$ cat src/hdl/hxn_pkg.sv
// Shared types, constants and character classes for the hex address normalizer.
// No dependencies; imported by every module of the block.
package hxn_pkg;

    // Largest output length the block will ever report.
    localparam int LENGTH_MAX = 255;

    // Up to three results per input beat: separator, digit, summary.
    localparam int PUSH_MAX = 3;
    localparam int PUSH_CW  = $clog2(PUSH_MAX + 1);

    // Result queue sizing.
    localparam int QDEPTH = 4;
    localparam int QAW    = $clog2(QDEPTH);
    localparam int QCW    = $clog2(QDEPTH + 1);

    localparam int PADDR_W = 5;

    typedef enum logic [2:0] {
        REG_DELIM_A  = 3'd0,
        REG_DELIM_B  = 3'd1,
        REG_DELIM_C  = 3'd2,
        REG_DELIM_D  = 3'd3,
        REG_OUT_SEP  = 3'd4,
        REG_OUT_LIM  = 3'd5
    } reg_idx_t;

    typedef enum logic [1:0] {
        ST_OK           = 2'd0,
        ST_DOUBLE_DELIM = 2'd1,
        ST_BAD_DIGIT    = 2'd2,
        ST_OPEN_PAIR    = 2'd3
    } status_t;

    typedef enum logic {
        KIND_CHAR    = 1'b0,
        KIND_SUMMARY = 1'b1
    } kind_t;

    typedef struct packed {
        logic [7:0] in_char;
        logic       in_last;
    } in_beat_t;

    typedef struct packed {
        logic       kind;
        logic [7:0] out_char;
        logic [1:0] status;
        logic [7:0] length;
        logic       run_end;
    } out_beat_t;

    typedef struct packed {
        logic [7:0] delim_a;
        logic [7:0] delim_b;
        logic [7:0] delim_c;
        logic [7:0] delim_d;
        logic [7:0] out_separator;
        logic [7:0] out_limit;
    } cfg_t;

    // Results produced by one processed input beat, in order.
    typedef struct packed {
        logic [PUSH_CW-1:0]             n;
        out_beat_t [PUSH_MAX-1:0]       beats;
    } hxn_push_t;

    function automatic logic is_ws(input logic [7:0] c);
        return (c == 8'h20) || (c inside {[8'h09:8'h0D]});
    endfunction

    function automatic logic is_hex(input logic [7:0] c);
        return c inside {[8'h30:8'h39], [8'h41:8'h46], [8'h61:8'h66]};
    endfunction

    function automatic out_beat_t char_beat(input logic [7:0] c);
        out_beat_t b;
        b          = '0;
        b.kind     = KIND_CHAR;
        b.out_char = c;
        return b;
    endfunction

endpackage

$ cat src/hdl/hex_address_normalizer_core.sv
// Hex address normalizer: takes one character per input beat, skips whitespace and
// configured delimiters, copies hex digits in pairs with the output separator between
// pairs, and closes each string with a summary beat (status, length; length 0 on error).
// A beat with at most one result is taken every cycle while m_ready is high; a beat
// with more results holds off input until the one-beat-per-cycle output port drains
// the four-entry queue. Results pass the input register, then the queue. Configuration
// registers at byte addresses 0x00..0x14 must be written only while idle (unchecked).
module hex_address_normalizer_core (
    input  logic                        aclk,
    input  logic                        aresetn,
    input  logic                        s_valid,
    output logic                        s_ready,
    input  hxn_pkg::in_beat_t           s_data,
    output logic                        m_valid,
    input  logic                        m_ready,
    output hxn_pkg::out_beat_t          m_data,
    input  logic                        psel,
    input  logic                        penable,
    input  logic                        pwrite,
    input  logic [hxn_pkg::PADDR_W-1:0] paddr,
    input  logic [31:0]                 pwdata,
    output logic [31:0]                 prdata,
    output logic                        pready
);
    import hxn_pkg::*;

    cfg_t      cfg;
    hxn_push_t push;
    logic      room;

    hxn_regs u_regs (
        .aclk    (aclk),
        .aresetn (aresetn),
        .psel    (psel),
        .penable (penable),
        .pwrite  (pwrite),
        .paddr   (paddr),
        .pwdata  (pwdata),
        .prdata  (prdata),
        .pready  (pready),
        .cfg     (cfg)
    );

    hxn_parser u_parser (
        .aclk    (aclk),
        .aresetn (aresetn),
        .s_valid (s_valid),
        .s_ready (s_ready),
        .s_data  (s_data),
        .cfg     (cfg),
        .room    (room),
        .push    (push)
    );

    hxn_outq u_outq (
        .aclk    (aclk),
        .aresetn (aresetn),
        .push    (push),
        .room    (room),
        .m_valid (m_valid),
        .m_ready (m_ready),
        .m_data  (m_data)
    );

endmodule

$ cat src/hdl/hxn_regs.sv
// Configuration register file with an APB-style access port.
// Depends on hxn_pkg for the register map and the configuration struct.
module hxn_regs (
    input  logic                        aclk,
    input  logic                        aresetn,
    input  logic                        psel,
    input  logic                        penable,
    input  logic                        pwrite,
    input  logic [hxn_pkg::PADDR_W-1:0] paddr,
    input  logic [31:0]                 pwdata,
    output logic [31:0]                 prdata,
    output logic                        pready,
    output hxn_pkg::cfg_t               cfg
);
    import hxn_pkg::*;

    cfg_t       cfg_reg;
    cfg_t       cfg_next;
    logic [2:0] idx;
    logic       wr_en;
    logic [7:0] rd_byte;

    assign idx    = paddr[PADDR_W-1:2];
    assign wr_en  = psel && penable && pwrite;
    assign pready = 1'b1;
    assign cfg    = cfg_reg;

    always_comb begin
        cfg_next = cfg_reg;
        if (wr_en) begin
            case (idx)
                REG_DELIM_A: cfg_next.delim_a       = pwdata[7:0];
                REG_DELIM_B: cfg_next.delim_b       = pwdata[7:0];
                REG_DELIM_C: cfg_next.delim_c       = pwdata[7:0];
                REG_DELIM_D: cfg_next.delim_d       = pwdata[7:0];
                REG_OUT_SEP: cfg_next.out_separator = pwdata[7:0];
                REG_OUT_LIM: cfg_next.out_limit     = pwdata[7:0];
                default:     cfg_next = cfg_reg;
            endcase
        end
    end

    always_comb begin
        case (idx)
            REG_DELIM_A: rd_byte = cfg_reg.delim_a;
            REG_DELIM_B: rd_byte = cfg_reg.delim_b;
            REG_DELIM_C: rd_byte = cfg_reg.delim_c;
            REG_DELIM_D: rd_byte = cfg_reg.delim_d;
            REG_OUT_SEP: rd_byte = cfg_reg.out_separator;
            REG_OUT_LIM: rd_byte = cfg_reg.out_limit;
            default:     rd_byte = 8'h00;
        endcase
    end

    assign prdata = {24'h0, rd_byte};

    always_ff @(posedge aclk) begin
        if (!aresetn) begin
            cfg_reg.delim_a       <= 8'd58;
            cfg_reg.delim_b       <= 8'd45;
            cfg_reg.delim_c       <= 8'd0;
            cfg_reg.delim_d       <= 8'd0;
            cfg_reg.out_separator <= 8'd58;
            cfg_reg.out_limit     <= 8'd255;
        end else begin
            cfg_reg <= cfg_next;
        end
    end

endmodule

$ cat src/hdl/hxn_parser.sv
// Input register and per-character parsing logic of the address normalizer.
// Depends on hxn_pkg for payload types, status codes and character classes.
module hxn_parser (
    input  logic                aclk,
    input  logic                aresetn,
    input  logic                s_valid,
    output logic                s_ready,
    input  hxn_pkg::in_beat_t   s_data,
    input  hxn_pkg::cfg_t       cfg,
    input  logic                room,
    output hxn_pkg::hxn_push_t  push
);
    import hxn_pkg::*;

    logic       in_vld_reg;
    logic       in_vld_next;
    in_beat_t   in_reg;
    logic       fire;

    logic       ph_reg, ph_next;
    logic       ad_reg, ad_next;
    logic [7:0] cnt_reg, cnt_next;
    logic       halt_reg, halt_next;
    status_t    err_reg, err_next;

    logic [7:0] lim;
    logic [7:0] c;
    logic       delim_hit;
    hxn_push_t  res;

    // The queue must have room for the worst case before a beat is processed.
    assign fire        = in_vld_reg && room;
    assign s_ready     = !in_vld_reg || fire;
    assign in_vld_next = s_valid ? 1'b1 : (in_vld_reg && !fire);

    assign lim = (cfg.out_limit < LENGTH_MAX) ? cfg.out_limit : 8'(LENGTH_MAX);
    assign c   = in_reg.in_char;
    assign delim_hit = (c != 8'h00) && (c == cfg.delim_a || c == cfg.delim_b ||
                                       c == cfg.delim_c || c == cfg.delim_d);

    always_comb begin
        ph_next   = ph_reg;
        ad_next   = ad_reg;
        cnt_next  = cnt_reg;
        halt_next = halt_reg;
        err_next  = err_reg;
        res       = '0;

        if (!halt_next && cnt_next >= lim) begin
            halt_next = 1'b1;
        end

        if (!halt_next) begin
            if (c == 8'h00) begin
                if (ph_next) begin
                    err_next = ST_OPEN_PAIR;
                end
                halt_next = 1'b1;
            end else if (ph_next) begin
                if (!is_hex(c)) begin
                    err_next  = ST_BAD_DIGIT;
                    halt_next = 1'b1;
                end else begin
                    ph_next = 1'b0;
                    ad_next = 1'b0;
                    res.beats[res.n] = char_beat(c);
                    res.n    = res.n + 1'b1;
                    cnt_next = cnt_next + 8'd1;
                    if (cnt_next >= lim) begin
                        halt_next = 1'b1;
                    end
                end
            end else if (is_ws(c)) begin
                ph_next = ph_reg;
            end else if (delim_hit) begin
                if (ad_next) begin
                    err_next  = ST_DOUBLE_DELIM;
                    halt_next = 1'b1;
                end else begin
                    ad_next = 1'b1;
                end
            end else begin
                // A new pair: the separator goes first unless this is the first pair or the separator is 0x00.
                if (cnt_next != 8'd0 && cfg.out_separator != 8'h00) begin
                    res.beats[res.n] = char_beat(cfg.out_separator);
                    res.n    = res.n + 1'b1;
                    cnt_next = cnt_next + 8'd1;
                    if (cnt_next >= lim) begin
                        halt_next = 1'b1;
                    end
                end
                if (!halt_next) begin
                    if (!is_hex(c)) begin
                        err_next  = ST_BAD_DIGIT;
                        halt_next = 1'b1;
                    end else begin
                        ph_next = 1'b1;
                        res.beats[res.n] = char_beat(c);
                        res.n    = res.n + 1'b1;
                        cnt_next = cnt_next + 8'd1;
                        if (cnt_next >= lim) begin
                            halt_next = 1'b1;
                        end
                    end
                end
            end
        end

        if (in_reg.in_last) begin
            if (!halt_next && ph_next) begin
                err_next = ST_OPEN_PAIR;
            end
            res.beats[res.n].kind     = KIND_SUMMARY;
            res.beats[res.n].out_char = 8'h00;
            res.beats[res.n].status   = err_next;
            res.beats[res.n].length   = (err_next != ST_OK) ? 8'd0 : cnt_next;
            res.beats[res.n].run_end  = 1'b0;
            res.n     = res.n + 1'b1;
            ph_next   = 1'b0;
            ad_next   = 1'b0;
            cnt_next  = 8'd0;
            halt_next = 1'b0;
            err_next  = ST_OK;
        end

        if (res.n != '0) begin
            res.beats[res.n - 1'b1].run_end = 1'b1;
        end

        if (!fire) begin
            res.n = '0;
        end
    end

    assign push = res;

    always_ff @(posedge aclk) begin
        if (s_ready && s_valid) begin
            in_reg <= s_data;
        end
    end

    always_ff @(posedge aclk) begin
        if (!aresetn) begin
            in_vld_reg <= 1'b0;
            ph_reg     <= 1'b0;
            ad_reg     <= 1'b0;
            cnt_reg    <= 8'd0;
            halt_reg   <= 1'b0;
            err_reg    <= ST_OK;
        end else begin
            if (s_ready) begin
                in_vld_reg <= in_vld_next;
            end
            if (fire) begin
                ph_reg   <= ph_next;
                ad_reg   <= ad_next;
                cnt_reg  <= cnt_next;
                halt_reg <= halt_next;
                err_reg  <= err_next;
            end
        end
    end

endmodule

$ cat src/hdl/hxn_outq.sv
// Result queue: takes up to three results at once, hands out one beat per cycle while m_ready is high.
// Depends on hxn_pkg for the result struct and queue sizing.
module hxn_outq (
    input  logic                aclk,
    input  logic                aresetn,
    input  hxn_pkg::hxn_push_t  push,
    output logic                room,
    output logic                m_valid,
    input  logic                m_ready,
    output hxn_pkg::out_beat_t  m_data
);
    import hxn_pkg::*;

    out_beat_t        q_reg [QDEPTH];
    logic [QAW-1:0]   wr_ptr_reg, wr_ptr_next;
    logic [QAW-1:0]   rd_ptr_reg, rd_ptr_next;
    logic [QCW-1:0]   count_reg, count_next;
    logic             pop;

    assign m_valid = (count_reg != '0);
    assign m_data  = q_reg[rd_ptr_reg];
    assign pop     = m_valid && m_ready;

    // Room is judged on the registered count only, so m_ready never reaches s_ready.
    assign room = (count_reg <= QCW'(QDEPTH - PUSH_MAX));

    assign wr_ptr_next = wr_ptr_reg + QAW'(push.n);
    assign rd_ptr_next = rd_ptr_reg + QAW'(pop);
    assign count_next  = count_reg + QCW'(push.n) - QCW'(pop);

    always_ff @(posedge aclk) begin
        for (int i = 0; i < PUSH_MAX; i++) begin
            if (PUSH_CW'(i) < push.n) begin
                q_reg[wr_ptr_reg + QAW'(i)] <= push.beats[i];
            end
        end
    end

    always_ff @(posedge aclk) begin
        if (!aresetn) begin
            wr_ptr_reg <= '0;
            rd_ptr_reg <= '0;
            count_reg  <= '0;
        end else begin
            wr_ptr_reg <= wr_ptr_next;
            rd_ptr_reg <= rd_ptr_next;
            count_reg  <= count_next;
        end
    end

endmodule

$ cat config.mk
export PLATFORM = sky130hd
export DESIGN_NAME = hex_address_normalizer_core
export DESIGN_NICKNAME = d
export VERILOG_FILES = /design/src/hdl/hxn_pkg.sv /design/src/hdl/hex_address_normalizer_core.sv /design/src/hdl/hxn_regs.sv /design/src/hdl/hxn_parser.sv /design/src/hdl/hxn_outq.sv
export SDC_FILE = /design/constraint.sdc
export NUM_CORES = 1
export LEC_CHECK = 0
export BUFFER_PORTS_ARGS = -buffer_cell sky130_fd_sc_hd__buf_4
export CAP_MARGIN = 10
export CORE_AREA = 2 2 197 151
export CTS_BUF_LIST = sky130_fd_sc_hd__clkbuf_8
export DETAILED_ROUTE_END_ITERATION = 6
export DIE_AREA = 0 0 199 153
export SYNTH_ARGS = -nofsm -noshare
export SYNTH_HDL_FRONTEND = slang
export SYNTH_HIERARCHICAL = 1
export SYNTH_SLANG_ARGS = --single-unit
$ cat constraint.sdc
create_clock -name aclk -period 8.56 [get_ports aclk]
set_clock_uncertainty 0.2 [all_clocks]
set_input_delay 0.428 -clock aclk [delete_from_list [all_inputs] [get_ports aclk]]
set_output_delay 0.428 -clock aclk [all_outputs]
set_load 0.02 [all_outputs]
==> metrics.csv <==
stage,metric,value,unit
pwr,power_density,189,nW/um^2
critical_path,end_kind,register,
critical_path,required,8.67,ns
synth,synth_cells,1292,
sta,tightest_slew,1.31,ns
cts,cts_hold_buffers,9,
sta,max_slew_margin,11.9,%
status,outcome,finished clean,
floorplan,core_area,28600,sq um
synth,synth_top_cell_area_share,23.8,%
synth,synth_top_family_by_area,simple AND/OR/NAND/NOR gates,
final_layout,flow.area_growth_from_synthesis,8.40,%
final_layout,fin_util,42.6,%
synth,yosysWarningCount,6,
route,via_per_inst,5.72,
synth,synthesis.area,11200,sq um
route,vias,9722,
floorplan,die_h,153,microns
critical_path,critPathArrivalTime,7.19,ns
synth,synthMuxAreaShare,9.71,%
global_route,grt_pass1_vias,9215,
route,wl_per_cell,19.7,microns
route,wl,33400,microns
floorplan,die-area,30400,sq um
final_layout,nets,1383,
place,pre_cts_slack,1.66,ns
floorplan,num_io_pins,108,
final_layout,fin_cells,1699,
place,io_buffers,56,
cts,cts_tree,done,
route,drt_first_pass_iters,7,
sta,setup-violations-final,0,
final_layout,final_cell_mix,"235 x nand2_1, 124 x nor2_1, 89 x edfxtp_1, 86 x a31oi_1, 69 x dfxtp_1",
cts,clkSinkCount,158,
route,drc,0,
final_layout,final_common_cell,nand2_1,
synth,synth_compound_area_share,15.2,%
place,placed_cells,1657,
pwr,vdd_drop_max,112,uV
cts,cts_root_buffer,clkbuf_8,
final_layout,num_antenna_cells,0,
cts,post-cts-setup-buffers,0,
critical_path,startpoint_type,register,
cts,clock_path_buffers,2,
sta,layout_setup_ws,1.48,ns
sta,hold_viol,0,
sta,max_freq,0.141,GHz
synth,ys_ff_latch,158,
route,drtAntennaViolNets,0,
route,drt_iter0_markers,1247,
sta,min_period,7.08,ns
place,post-dp-hpwl,23200,microns
critical_path,path_class,reg2reg,
cts,cts_buffers,17,
global_route,grt_pass1_wl,52000,microns
final_layout,largest_reg_flops,80,
sta,finalMaxSlewViolations,0,
global_route,grt_max_degree,78,
synth,post_synth.cell_area_avg,8.70,sq um
critical_path,cp_max_fo,24,
pwr,p_leak,4.59,nW
synth,yosysTopAreaCell,edfxtp_1,
sta,hold_slack,0.0451,ns
global_route,grt_util_all_layers,22.1,%
sta,rsz0062_at_grt,no,
synth,yosysUniqueCellTypes,88,
synth,synth_flop_cell,edfxtp_1,
place,gp_congestion,0.905,
synth,synth_seq_area_share,36.1,%
floorplan,start_util,39.3,%
floorplan,die_w,199,microns
floorplan,num_rows,54,
cts,cts_max_level,4,
cts,cts.repair.resized,0,
synth,ys_top_cells_by_area,"edfxtp_1 24%, dfxtp_1 12%, nand2_1 7.8%",
global_route,antenna_found_initial,0,
synth,synth_edf_count,89,
synth,synth_xor_area_share,4.83,%
synth,async_flop_share,0,%
sta,setup_tns,0,ns
sta,fin_crit_sh,82.8,%
synth,synth-adder-area-share,4.14,%
cts,worst_skew_pair.late_latency,0.48,ns
flow_run,maxCapViolCount,0,
worst_hold_path,hp-class,in2reg,
final_layout,drive_above_1_share,11.5,%
cts,clkTransAtPathRegs,0.09,ns
global_route,grt_overflow,0,
synth,synth-simple-area-share,22.0,%
## through the flow
| step | power, mW | cell area (sq um) |
|---|---|---|
| 4_1_cts | 2.31 | 12200 |
| 2_1_floorplan | 1.49 | 11400 |
| 3_5_place_dp | 1.71 | 11700 |
| 6_report | 2.30 | 12200 |
| 5_1_grt | 2.42 | 12200 |
| 3_3_place_gp | 1.70 | 11700 |
## cell type report
class / count / area (sq um)
clock inverter: 13 / 164
clock buffer: 18 / 248
tap: 392 / 490
timing repair buffer: 77 / 618
inverter: 46 / 173
fill: 2831 / 16400
sequential: 158 / 4050
multi-input combinational: 995 / 6440
## synth_stat cells (all sizes together), types with 24 or more instances
library cell	number
inv	46
a21oi	25
dfxtp	69
mux2i	55
clkbuf	33
ha	34
nand3	24
nor3	27
buf	91
nor2	125
nand2	235
o21ai	42
xnor2	56
a31oi	86
edfxtp	89
## final timing paths
path,from,endpoint,slack [ns],cells past startpoint
setup / recovery,u_regs/cfg[11]$_SDFFE_PN1P_,u_outq/q_reg[3][8]$_DFFE_PP_,1.48,18
hold reg to reg,u_parser/halt_reg$_SDFFE_PN0P_,u_parser/halt_reg$_SDFFE_PN0P_,0.27,2
hold / removal,pwdata[3],u_regs/cfg[43]$_SDFFE_PN1P_,0.05,3
setup reg to reg,u_regs/cfg[11]$_SDFFE_PN1P_,u_outq/q_reg[3][8]$_DFFE_PP_,1.48,18
## cell families (layout without fill, tap and decap cells)
| family | count (synthesis) | after routing |
|---|---|---|
| simple gates | 527 | 527 |
| compound gates | 252 | 252 |
| buf+inv | 170 | 154 |
| flops | 158 | 158 |
| mux | 83 | 83 |
| xor+xnor | 62 | 62 |
| fa+ha+maj | 37 | 37 |
| other cells | 3 | 34 |
## where the power goes
part           total (mW)  internal, mW  switching (mW)
clock               0.597         0.296           0.300
combinational       0.777         0.307           0.470
sequential          0.925         0.870          0.0552
## routing by layer
layer | GRT usage (%) | vias up | wire (microns) | part of all wire [%]
li1 | - | 4588 | - | -
met1 | 33.0 | 4657 | 15500 | 46
met2 | 32.0 | 424 | 14700 | 44
met3 | 3.93 | 53 | 2600 | 7.8
met4 | 7.00 | 0 | 641 | 1.9
met5 | 0 | - | 0 | 0
## critical path, stage by stage, from the launching register on
cell and delay, ns:
dfxtp_1 0.39, nor4_1 1.11, nand2_1 0.23, nand2_1 0.24
inv_1 0.30, xnor2_1 0.40, ha_1 0.28, or3b_2 0.51
a21oi_1 0.17, xnor2_1 0.14, ha_1 0.32, o2111ai_1 0.10
or3_1 0.38, nand4_1 0.15, a311oi_1 0.17, or3_1 0.78
nor4_1 0.70, nor2_1 0.12, a31oi_1 0.18
Power figures use the tool's default switching activity.
